## config.mk

```make
export PLATFORM = sky130hd
export DESIGN_NAME = hex_float_to_double_convert
export DESIGN_NICKNAME = d
export VERILOG_FILES = /design/src/sv/hfd_pkg.sv /design/src/sv/hex_float_to_double_convert.sv /design/src/sv/hfd_norm.sv /design/src/sv/hfd_round.sv
export SDC_FILE = /design/constraint.sdc
export NUM_CORES = 1
export LEC_CHECK = 0
export BUFFER_PORTS_ARGS = -buffer_cell sky130_fd_sc_hd__buf_2
export CAP_MARGIN = 20
export CORE_MARGIN = 1.5
export CORE_UTILIZATION = 55
export DETAILED_ROUTE_END_ITERATION = 10
export PLACE_DENSITY = 0.75
export SYNTH_ARGS = -nofsm -noshare
export SYNTH_HDL_FRONTEND = slang
export SYNTH_HIERARCHICAL = 1
export SYNTH_SLANG_ARGS = --single-unit
```

## constraint.sdc

```tcl
create_clock -name aclk -period 7.3 [get_ports aclk]
set_input_delay 0.73 -clock aclk [delete_from_list [all_inputs] [get_ports aclk]]
set_output_delay 0.73 -clock aclk [all_outputs]
set_load 0.03 [all_outputs]
```

## src/sv/hfd_pkg.sv

```systemverilog
package hfd_pkg;

    localparam int FRAC_W    = 56;
    localparam int HEXP_W    = 7;
    localparam int MANT_W    = 52;
    localparam int BEXP_W    = 11;
    localparam int POS_W     = 6;
    localparam int EXP_OFFSET = 711;

    // Stage 2 to stage 3: normalized fraction and exponent
    typedef struct packed {
        logic              sign;
        logic              zero;
        logic [BEXP_W-1:0] bexp;
        logic [FRAC_W-1:0] norm;   // leading one at bit FRAC_W-1
    } hfd_norm_t;

    // Stage 3 output: packed result
    typedef struct packed {
        logic [63:0] bits;
    } hfd_res_t;

endpackage

```

## src/sv/hex_float_to_double_convert.sv

```systemverilog
// Converts one 64-bit base-16 excess-64 real word (sign, 7-bit exponent,
// 56-bit fraction, need not be normalized) to the IEEE 754 binary64 pattern,
// rounding to nearest even. Three register stages: input word with the
// leading-one position of its fraction, normalize (shift and exponent),
// round and pack. One word per cycle; m_valid rises once the word has
// passed the input, normalize and round registers in that order.
// A stalled output holds the whole pipeline. A zero fraction gives a zero
// carrying the input sign.
module hex_float_to_double_convert (
    input  logic        aclk,
    input  logic        aresetn,
    input  logic        s_valid,
    output logic        s_ready,
    input  logic [63:0] s_hex_real,
    output logic        m_valid,
    input  logic        m_ready,
    output logic [63:0] m_double_bits
);
    import hfd_pkg::*;

    logic             v0_reg, v1_reg, v2_reg;
    logic             en0, en1, en2;
    logic [63:0]      word_reg;
    logic [POS_W-1:0] msb_next;
    logic [POS_W-1:0] msb_reg;
    hfd_norm_t        norm_reg;
    hfd_res_t         res_reg;

    // advance each stage when the next one is free
    assign en2 = !v2_reg || m_ready;
    assign en1 = !v1_reg || en2;
    assign en0 = !v0_reg || en1;
    assign s_ready = en0;

    always_ff @(posedge aclk) begin
        if (!aresetn) begin
            v0_reg <= 1'b0;
            v1_reg <= 1'b0;
            v2_reg <= 1'b0;
        end else begin
            if (en0) v0_reg <= s_valid;
            if (en1) v1_reg <= v0_reg;
            if (en2) v2_reg <= v1_reg;
        end
    end

    // find leading one of the incoming fraction
    always_comb begin
        msb_next = '0;
        for (int i = 0; i < FRAC_W; i++) begin
            if (s_hex_real[i]) begin
                msb_next = POS_W'(i);
            end
        end
    end

    // capture input word and its leading-one position
    always_ff @(posedge aclk) begin
        if (en0) begin
            word_reg <= s_hex_real;
            msb_reg  <= msb_next;
        end
    end

    hfd_norm u_norm (
        .aclk     (aclk),
        .en       (en1),
        .word     (word_reg),
        .msb      (msb_reg),
        .norm_reg (norm_reg)
    );

    hfd_round u_round (
        .aclk    (aclk),
        .en      (en2),
        .norm    (norm_reg),
        .res_reg (res_reg)
    );

    assign m_valid       = v2_reg;
    assign m_double_bits = res_reg.bits;

    // a stalled output word holds
    a_hold: assert property (@(posedge aclk) disable iff (!aresetn)
        m_valid && !m_ready |=> m_valid && $stable(m_double_bits))
        else $error("output word changed under stall");
    // ready only drops when the output is stalled
    a_ready: assert property (@(posedge aclk) disable iff (!aresetn)
        !s_ready |-> m_valid && !m_ready)
        else $error("input stalled without output stall");
    // a word in stage 2 moves on when output is free
    a_move: assert property (@(posedge aclk) disable iff (!aresetn)
        v1_reg && m_ready |=> m_valid)
        else $error("word lost between stages");

endmodule

```

## src/sv/hfd_norm.sv

```systemverilog
module hfd_norm (
    input  logic                       aclk,
    input  logic                       en,
    input  logic [63:0]                word,
    input  logic [hfd_pkg::POS_W-1:0]  msb,
    output hfd_pkg::hfd_norm_t         norm_reg
);
    import hfd_pkg::*;

    logic [FRAC_W-1:0] frac;
    logic [POS_W-1:0]  lz;
    hfd_norm_t         norm_next;

    assign frac = word[FRAC_W-1:0];

    assign lz = POS_W'(FRAC_W - 1) - msb;

    // normalize and form biased exponent
    always_comb begin
        norm_next.sign = word[63];
        norm_next.zero = (frac == '0);
        norm_next.bexp = BEXP_W'(msb) + BEXP_W'({word[62:56], 2'b00})
                         + BEXP_W'(EXP_OFFSET);
        norm_next.norm = frac << lz;
    end

    // hold on stall
    always_ff @(posedge aclk) begin
        if (en) begin
            norm_reg <= norm_next;
        end
    end

endmodule

```

## src/sv/hfd_round.sv

```systemverilog
module hfd_round (
    input  logic                aclk,
    input  logic                en,
    input  hfd_pkg::hfd_norm_t  norm,
    output hfd_pkg::hfd_res_t   res_reg
);
    import hfd_pkg::*;

    logic [MANT_W:0]   mant;
    logic [2:0]        low;
    logic              rnd_up;
    logic [MANT_W+1:0] sum;
    logic [BEXP_W-1:0] bexp;
    hfd_res_t          res_next;

    // keep 53 bits, guard bit and sticky from the low 3
    assign mant   = norm.norm[FRAC_W-1 -: MANT_W+1];
    assign low    = norm.norm[2:0];
    assign rnd_up = low[2] & ((|low[1:0]) | mant[0]);
    assign sum    = {1'b0, mant} + (MANT_W+2)'(rnd_up);

    always_comb begin
        bexp = norm.bexp;
        res_next.bits = {norm.sign, bexp, sum[MANT_W-1:0]};
        if (sum[MANT_W+1]) begin
            bexp = norm.bexp + BEXP_W'(1);
            res_next.bits = {norm.sign, bexp, sum[MANT_W:1]};
        end
        if (norm.zero) begin
            res_next.bits = {norm.sign, 63'd0};
        end
    end

    always_ff @(posedge aclk) begin
        if (en) begin
            res_reg <= res_next;
        end
    end

endmodule
```

### Word-level counts from Yosys, hierarchy flattened

Cells that the tools add are included.

* output and inout port bits: 66
* input port bits: 68
* RAM bits: 0
* bits in read-only memories: 0
* latch bits: 0
* flip-flop bits (word level): 206
* memories: 0

* multipliers: 0
* shift-type cells: 1
* magnitude comparators: 0
* equality and inequality tests: 0
* div/mod/pow operators: 0
* $add $sub $neg: 5
* reductions and logical operators: 12
* bitwise logic cells: 2
* multiplexer cells: 55

Operator list (count)
* $mux W6: 30
* $mux W5: 16
* $mux W63: 1
* $logic_not A56 Y1: 1
* $shl A56 B6 Y56: 1
* $add A53 B1 Y54: 1
* $reduce_or A24 Y1: 1
* $mux W3: 4
* $add A11 B1 Y11 const B: 1
* $add A11 B10 Y11 const B: 1
* $add A6 B9 Y10: 1
* $reduce_or A8 Y1: 1
* $sub A6 B6 Y6 const A: 1
* $mux W2: 2
* $reduce_or A2 Y1: 2
* $reduce_or A4 Y1: 1
* $logic_not A1 Y1: 3
* $logic_or A1 B1 Y1: 3
* $mux W1: 2
* $and A1 B1 Y1: 1
* $or A1 B1 Y1: 1

### Depth between registers and ports, before layout

Gate-level depths: netlist (run 1).

* word-level depth: 54
* gate-level depth with buffers: 12

### Hierarchy

The synthesis (run 1) kept the hierarchy.

Modules (own cells, without submodules)
* hfd_norm: cells an instance 568, sequential area each 2072.0 µm², area an instance 6386.1 µm², instances 1
* hfd_round: cells an instance 367, sequential area each 1921.8 µm², area an instance 3821.2 µm², instances 1
* hex_float_to_double_convert: cells an instance 200, sequential area each 2162.1 µm², area an instance 2899.0 µm², instances 1

### Worst setup path before layout (run 1)

Ideal clock, no wire load.

* path type: in2reg
* from: input port m_ready
* to: register msb_reg[0] (enable)
* data arrival time: 2.794 ns
* cell stages on the path: 2
* required time: 6.302 ns
* path slack: 3.508 ns
* path buffers: 0
* library setup time: 0.998 ns
* cells stage by stage: nor2b_1 > nand3_1

* longest elaborated chain between the ends: 3

Ends and longest elaborated chain
* start, declared: RTL line hex_float_to_double_convert.sv:16 `input logic m_ready,`
* $logic_or A1 B1 Y1: RTL line hex_float_to_double_convert.sv:30 `assign en2 = !v2_reg || m_ready;`
* $logic_or A1 B1 Y1: RTL line hex_float_to_double_convert.sv:31 `assign en1 = !v1_reg || en2;`
* $logic_or A1 B1 Y1: RTL line hex_float_to_double_convert.sv:32 `assign en0 = !v0_reg || en1;`
* named net s_ready: RTL line hex_float_to_double_convert.sv:13 `output logic s_ready,`
* end signal, assigned: RTL line hex_float_to_double_convert.sv:61 `msb_reg <= msb_next;`
* end, declared: RTL line hex_float_to_double_convert.sv:25 `logic [POS_W-1:0] msb_reg;`

The timed path passes the listed nets, and every way through them passes these cells.
A chain may end at the register's enable or synchronous reset.

### Final worst setup path (run 1)

* from: register, netlist name u_norm/norm_reg[32]
* to: register, netlist name u_round/res_reg[46]

* longest elaborated chain between the ends: 2

Ends and longest elaborated chain
* $add A53 B1 Y54: RTL line hfd_round.sv:20 `assign sum = {1'b0, mant} + (MANT_W+2)'(rnd_up);`
* $mux W63: RTL line hfd_round.sv:25 `if (sum[MANT_W+1]) begin`

Every way passes these cells.

==> out/qor.yml, run 1 <==
synthesis:
  async_reset_ff_share_pct: 0
  synth_top_area_cell: "edfxtp_1"
  ys_warn_count: 6
  avgSynthCellArea_um2: 11.5
  synth_cell_types: 74
  synth-seq-area-share_pct: 47.0
  synth_edf_count: 203
  synthCells: 1135
  syn_nets: 1220
  synth_top_area_share_pct: 46.5
  synthTopCellsByArea: "edfxtp_1, mux4_2, mux2i_1"
  syn_area_mm2: 0.0131
  ys_ff_latch: 206
  synth_ff_type: "edfxtp_1"
route:
  vias_per_cell: 6.21
  firstDrtPassIters: 5
  drt_iter0_markers: 687
  wire_per_inst_um: 20.8
  routed_wl_mm: 32.8
  num_vias: 9806
  drc: 0
  final_antenna_net_count: 0
final_layout:
  layoutNonFillerInstCount: 1578
  final_cell_mix: "edfxtp_1, buf_2, nor2_1"
  final_util_pct: 62.7
  diodes: 0
  synthToLayoutAreaGrowth_pct: 12.0
  drive_gt1_share_pct: 24.5
  nets: 1330
  largest_reg_flops: 69
  layout_commonest_cell: "edfxtp_1"
timing:
  skew_ns: 0.00770
  worst_pin_slew_ns: 0.914
  finalMaxSlewViolations: 0
  setup_violations: 0
  post-route-period-util_pct: 48.3
  hold_viol_final: 0
  fmax_mhz: 283
  period_minus_slack_ns: 3.53
  slew_headroom_pct: 38.5
  rsz0062_at_grt: "no"
  fin_setup_tns_ns: 0
  setup_ws_ns: 3.77
cts:
  post_cts_resized: 0
  path_clk_slew_ns: 0.07
  cts_tree: "yes"
  cts_max_path_buffers: 3
  cts-root-buf: "clkbuf_16"
  post_cts.repair.setup_buffers: 0
  clock_latency_ns: 0.52
  h-tree-depth: 1
  cts_inserted_buffers: 22
  cts_hold_repair.buffers: 0
  cts_sinks: 206
floorplanning:
  chipHeight_um: 157
  core_area_mm2: 0.0234
  pin_count: 134
  rows: 56
  die_w_um: 157
  die-area_mm2: 0.0248
  start_util_pct: 56.0
placed_design:
  hpwl_mm: 24.7
  gp_routability_congestion: 0.954
  dpl_worst_slack_ns: 3.79
  io_buffers: 133
  dp_cells: 1539
global_route:
  grt_max_degree: 73
  grt_first_pass_wirelength_mm: 50.8
  grt_pass1_vias: 9103
  antenna_found_initial: 0
  grt-ovfl-total: 0
  grt_usage_pct: 26.6
pwr:
  power.density_mw_per_mm2: 225
  p_leak_uw: 0.00549
  vdd_drop_max_mv: 0.185
  p_total_uw: 3310
setup_path:
  crit_path_end_kind: "flip-flop"
  cp.arrival_ns: 3.75
  required_ns: 7.52
  setup.worst_path.class: "flip-flop to flip-flop"
  r2r_slack_ns: 3.77
  start_kind: "flip-flop"
  cp_max_fo: 25
worst_hold_path:
  hold_path.class: "primary input to flip-flop"
run_status:
  status: "finished, final reports clean"
run:
  maxCapViolCount: 0
where the power goes:
part / switching [uW] / total (uW) / internal [uW] / leakage, uW
clock: 456 / 1050 / 589 / 0.000333
sequential: 116 / 1580 / 1470 / 0.00217
combinational: 411 / 679 / 268 / 0.00298
total: 982 / 3310 / 2320 / 0.00549
layout make-up:
| class | instances | area, um2 |
|---|---|---|
| clock inverter | 16 | 129 |
| sequential | 206 | 6160 |
| multi-input combinational | 838 | 6540 |
| tap | 319 | 399 |
| clock buffer | 22 | 551 |
| timing repair buffer | 148 | 798 |
| inverter | 29 | 109 |
| fill | 1935 | 8720 |
cells by family (layout without fill, tap and decap cells):
| group | Yosys count | after routing | share of synthesized area (%) |
|---|---|---|---|
| adder cells (fa/ha/maj) | 17 | 17 | 1.68 |
| buffers and inverters | 91 | 215 | 3.33 |
| XOR/XNOR | 66 | 66 | 4.41 |
| multiplexers | 149 | 149 | 17.4 |
| flip-flops | 206 | 206 | 47.0 |
| AND/OR/NAND/NOR | 421 | 421 | 16.8 |
| AO/OA/AOI/OAI | 185 | 185 | 9.38 |
worst paths after layout:
path	depth (start not counted)	start	endpoint
hold / removal	1	s_hex_real[57]	word_reg[57]
hold reg to reg	0	u_norm/norm_reg[68]	u_round/res_reg[63]
setup / recovery	6	u_norm/norm_reg[32]	u_round/res_reg[46]
setup reg to reg	6	u_norm/norm_reg[32]	u_round/res_reg[46]
critical path, cell delays in order, from the launching register on:
cell and delay, ns:
edfxtp_1 0.52, and4_1 0.33, nand3_1 0.30, nor3_2 0.54, nand2_1 0.55, nand2b_1 0.85
nor2_1 0.14
metal layers:
metal | part of all wire [%] | wire length [um] | GRT usage [%]
met1 | 43 | 14100 | 35.9
met2 | 47 | 15500 | 44.3
met3 | 5.6 | 1830 | 3.11
met4 | 4.0 | 1310 | 10.2
met5 | 0 | 0 | 0
metrics by stage:
step           hold slack [ns]  area (um2)
2_1_floorplan            0.400       13100
3_3_place_gp             0.403       14000
3_5_place_dp             0.410       14000
4_1_cts                  0.364       14700
5_1_grt                  0.366       14700
6_report                 0.385       14700
synth_stat cells (all sizes together), types with 4 or more instances:
library cell	count
a221oi	5
and2	7
nand4	35
or4	6
ha	16
o31ai	4
mux2	34
edfxtp	203
o21a	4
and4	13
nor3	22
nand2	79
o211ai	15
or3	8
a21oi	56
a211oi	5
a22oi	5
o21ai	29
nor4	41
o22ai	7
xnor2	34
a21o	8
nand2b	9
xor2	32
nor2b	6
o21bai	5
mux2i	56
o221ai	9
inv	29
nand3	42
clkbuf	20
mux4	59
buf	42
and3	9
nor2	127
or2	11
a31oi	4
Power figures use the tool's default switching activity.
==> run 2: changes to the inputs <==
- ABC_AREA: unset -> 1
- PLACE_DENSITY: 0.75 -> 0.78
- clock period: 7.3 -> 2.89 ns (I/O delays scaled with it)
==> out/qor.yml, run 2 <==
run_status:
  status: "complete, but fails checks"
  violations: "setup timing"
timing:
  rsz0062_at_grt: "yes"
  worst_pin_slew_ns: 0.828
  setup_ws_ns: -0.150
  slew_headroom_pct: 44.8
  fmax_mhz: 329
  setup_violations: 1
  hold_slack_ns: 0.0334
  period_minus_slack_ns: 3.04
  skew_ns: 0.0141
  finalMaxSlewViolations: 0
  hold_viol_final: 0
  post-route-period-util_pct: 105
synthesis:
  syn_nets: 1868
  ys_warn_count: 6
  synth-seq-area-share_pct: 45.2
  synth_top_area_cell: "edfxtp_1"
  ys_ff_latch: 206
  synth_ff_type: "edfxtp_1"
  async_reset_ff_share_pct: 0
  syn_area_mm2: 0.0136
  synth_edf_count: 203
  synth_top_area_share_pct: 44.8
  synthTopCellsByArea: "edfxtp_1, nand2_1, nand3_1"
  synth_commonest_cells: "nand2_1, nand3_1, edfxtp_1"
  avgSynthCellArea_um2: 7.64
  synthCells: 1783
  synth_most_common_cell: "nand2_1"
  synth_cell_types: 46
setup_path:
  critPathTopFamily: "simple AND/OR/NAND/NOR gates"
  worstPathBufferInverterCount: 3
  worst_path_max_delay_cell: "dlygate4sd3_1"
  cp_max_fo: 3
  cpMostUsedCell: "nand2_1"
  start_kind: "primary input"
  required_ns: 3.15
  crit_path_end_kind: "flip-flop"
  max_stage_delay_ns: 0.52
  cp.arrival_ns: 3.30
  setup.worst_path.class: "primary input to flip-flop"
final_layout:
  drive_gt1_share_pct: 13.2
  multiInputGateArea_mm2: 0.00644
  final_util_pct: 65.8
  layoutNonFillerInstCount: 2296
  nets: 2040
  register_area_mm2: 0.00616
  final_cell_mix: "nand2_1, nand3_1, edfxtp_1"
  layout_commonest_cell: "nand2_1"
  synthToLayoutAreaGrowth_pct: 17.4
  largest_reg_flops: 69
  diodes: 0
  fillers: 2071
global_route:
  grt_max_degree: 69
  grt_usage_pct: 30.7
  antenna_found_initial: 0
  grt-ovfl-total: 0
  grt_pass1_vias: 12200
  grt_first_pass_wirelength_mm: 62.6
cts:
  cts-root-buf: "clkbuf_16"
  h-tree-depth: 1
  cts_sinks: 206
  cts_tree: "yes"
  cts_max_path_buffers: 3
  cts_inserted_buffers: 23
  path_clk_slew_ns: 0.06
  clock_latency_ns: 0.52
pwr:
  power.density_mw_per_mm2: 556
  p_leak_uw: 0.00733
  vdd_drop_max_mv: 0.471
  p_total_uw: 8890
floorplanning:
  start_util_pct: 56.0
  core_area_mm2: 0.0243
  die_w_um: 160
  die-area_mm2: 0.0257
  pin_count: 134
  rows: 57
  chipHeight_um: 160
route:
  num_vias: 12800
  final_antenna_net_count: 0
  firstDrtPassIters: 6
  drt_iter0_markers: 1161
  drc: 0
  wire_per_inst_um: 17.0
  vias_per_cell: 5.59
  routed_wl_mm: 39.1
placed_design:
  hpwl_mm: 28.9
  gp_routability_congestion: 0.970
  io_buffers: 133
  dpl_worst_slack_ns: -0.385
  dp_cells: 2199
run:
  maxCapViolCount: 0
worst_hold_path:
  hold_path.class: "primary input to flip-flop"
## run 2: cell type report
class | instances | share of cell area (%)
sequential | 206 | 38.5
inverter | 135 | 3.76
clock buffer | 25 | 3.65
tap | 324 | 2.54
timing repair buffer | 225 | 10.0
clock inverter | 17 | 1.26
multi-input combinational | 1364 | 40.3
## run 2: kinds of logic after synthesis
kind of cell,count (synthesis),share of synthesized area [%]
flip-flops,206,45.2
buffers and inverters,213,7.69
adder cells (fa/ha/maj),17,1.62
AND/OR/NAND/NOR,1225,39.4
XOR/XNOR,47,3.08
AO/OA/AOI/OAI,75,3.03
## run 2: power by group
group / leakage (uW) / total (uW) / internal (uW) / switching (uW)
registers: 0.00217 / 3970 / 3690 / 276
clock network: 0.000382 / 3040 / 1830 / 1210
logic: 0.00477 / 1890 / 644 / 1240
total: 0.00733 / 8890 / 6160 / 2730
## run 2: worst paths after layout
check	start	endpoint	slack, ns	cells past startpoint
min reg2reg	word_reg[63]	u_norm/norm_reg[68]	0.42	0
min	s_hex_real[1]	word_reg[1]	0.03	2
max reg2reg	u_norm/norm_reg[37]	u_round/res_reg[57]	0.63	10
max	s_hex_real[12]	msb_reg[0]	-0.15	45
## run 2: metal layers
metal | part of all wire, % | routed length [um] | global-route usage (%) | vias to the layer above
met4 | 3.5 | 1370 | 10.7 | 0
met1 | 43 | 16800 | 40.4 | 5914
met5 | 0 | 0 | 0 | -
li1 | - | - | - | 6354
met2 | 48 | 18900 | 53.3 | 489
met3 | 5.2 | 2020 | 2.76 | 84
## run 2: repair_timing
item / 4_1_cts / 5_1_grt
endpoints found under the hold margin: 55 / 0
hold buffers: 55 / 0
setup buffers: 0 / 0
setup endpoints to repair: 0 / 1
resized for setup: 0 / 6
## run 2: per-stage QoR
| step | cell area [um2] | TNS, ns |
|---|---|---|
| 2_1_floorplan | 13600 | 0 |
| 5_1_grt | 16000 | -0.594 |
| 4_1_cts | 16000 | 0 |
| 3_5_place_dp | 14600 | -0.385 |
| 3_3_place_gp | 14600 | -0.262 |
| 6_report | 16000 | -0.150 |
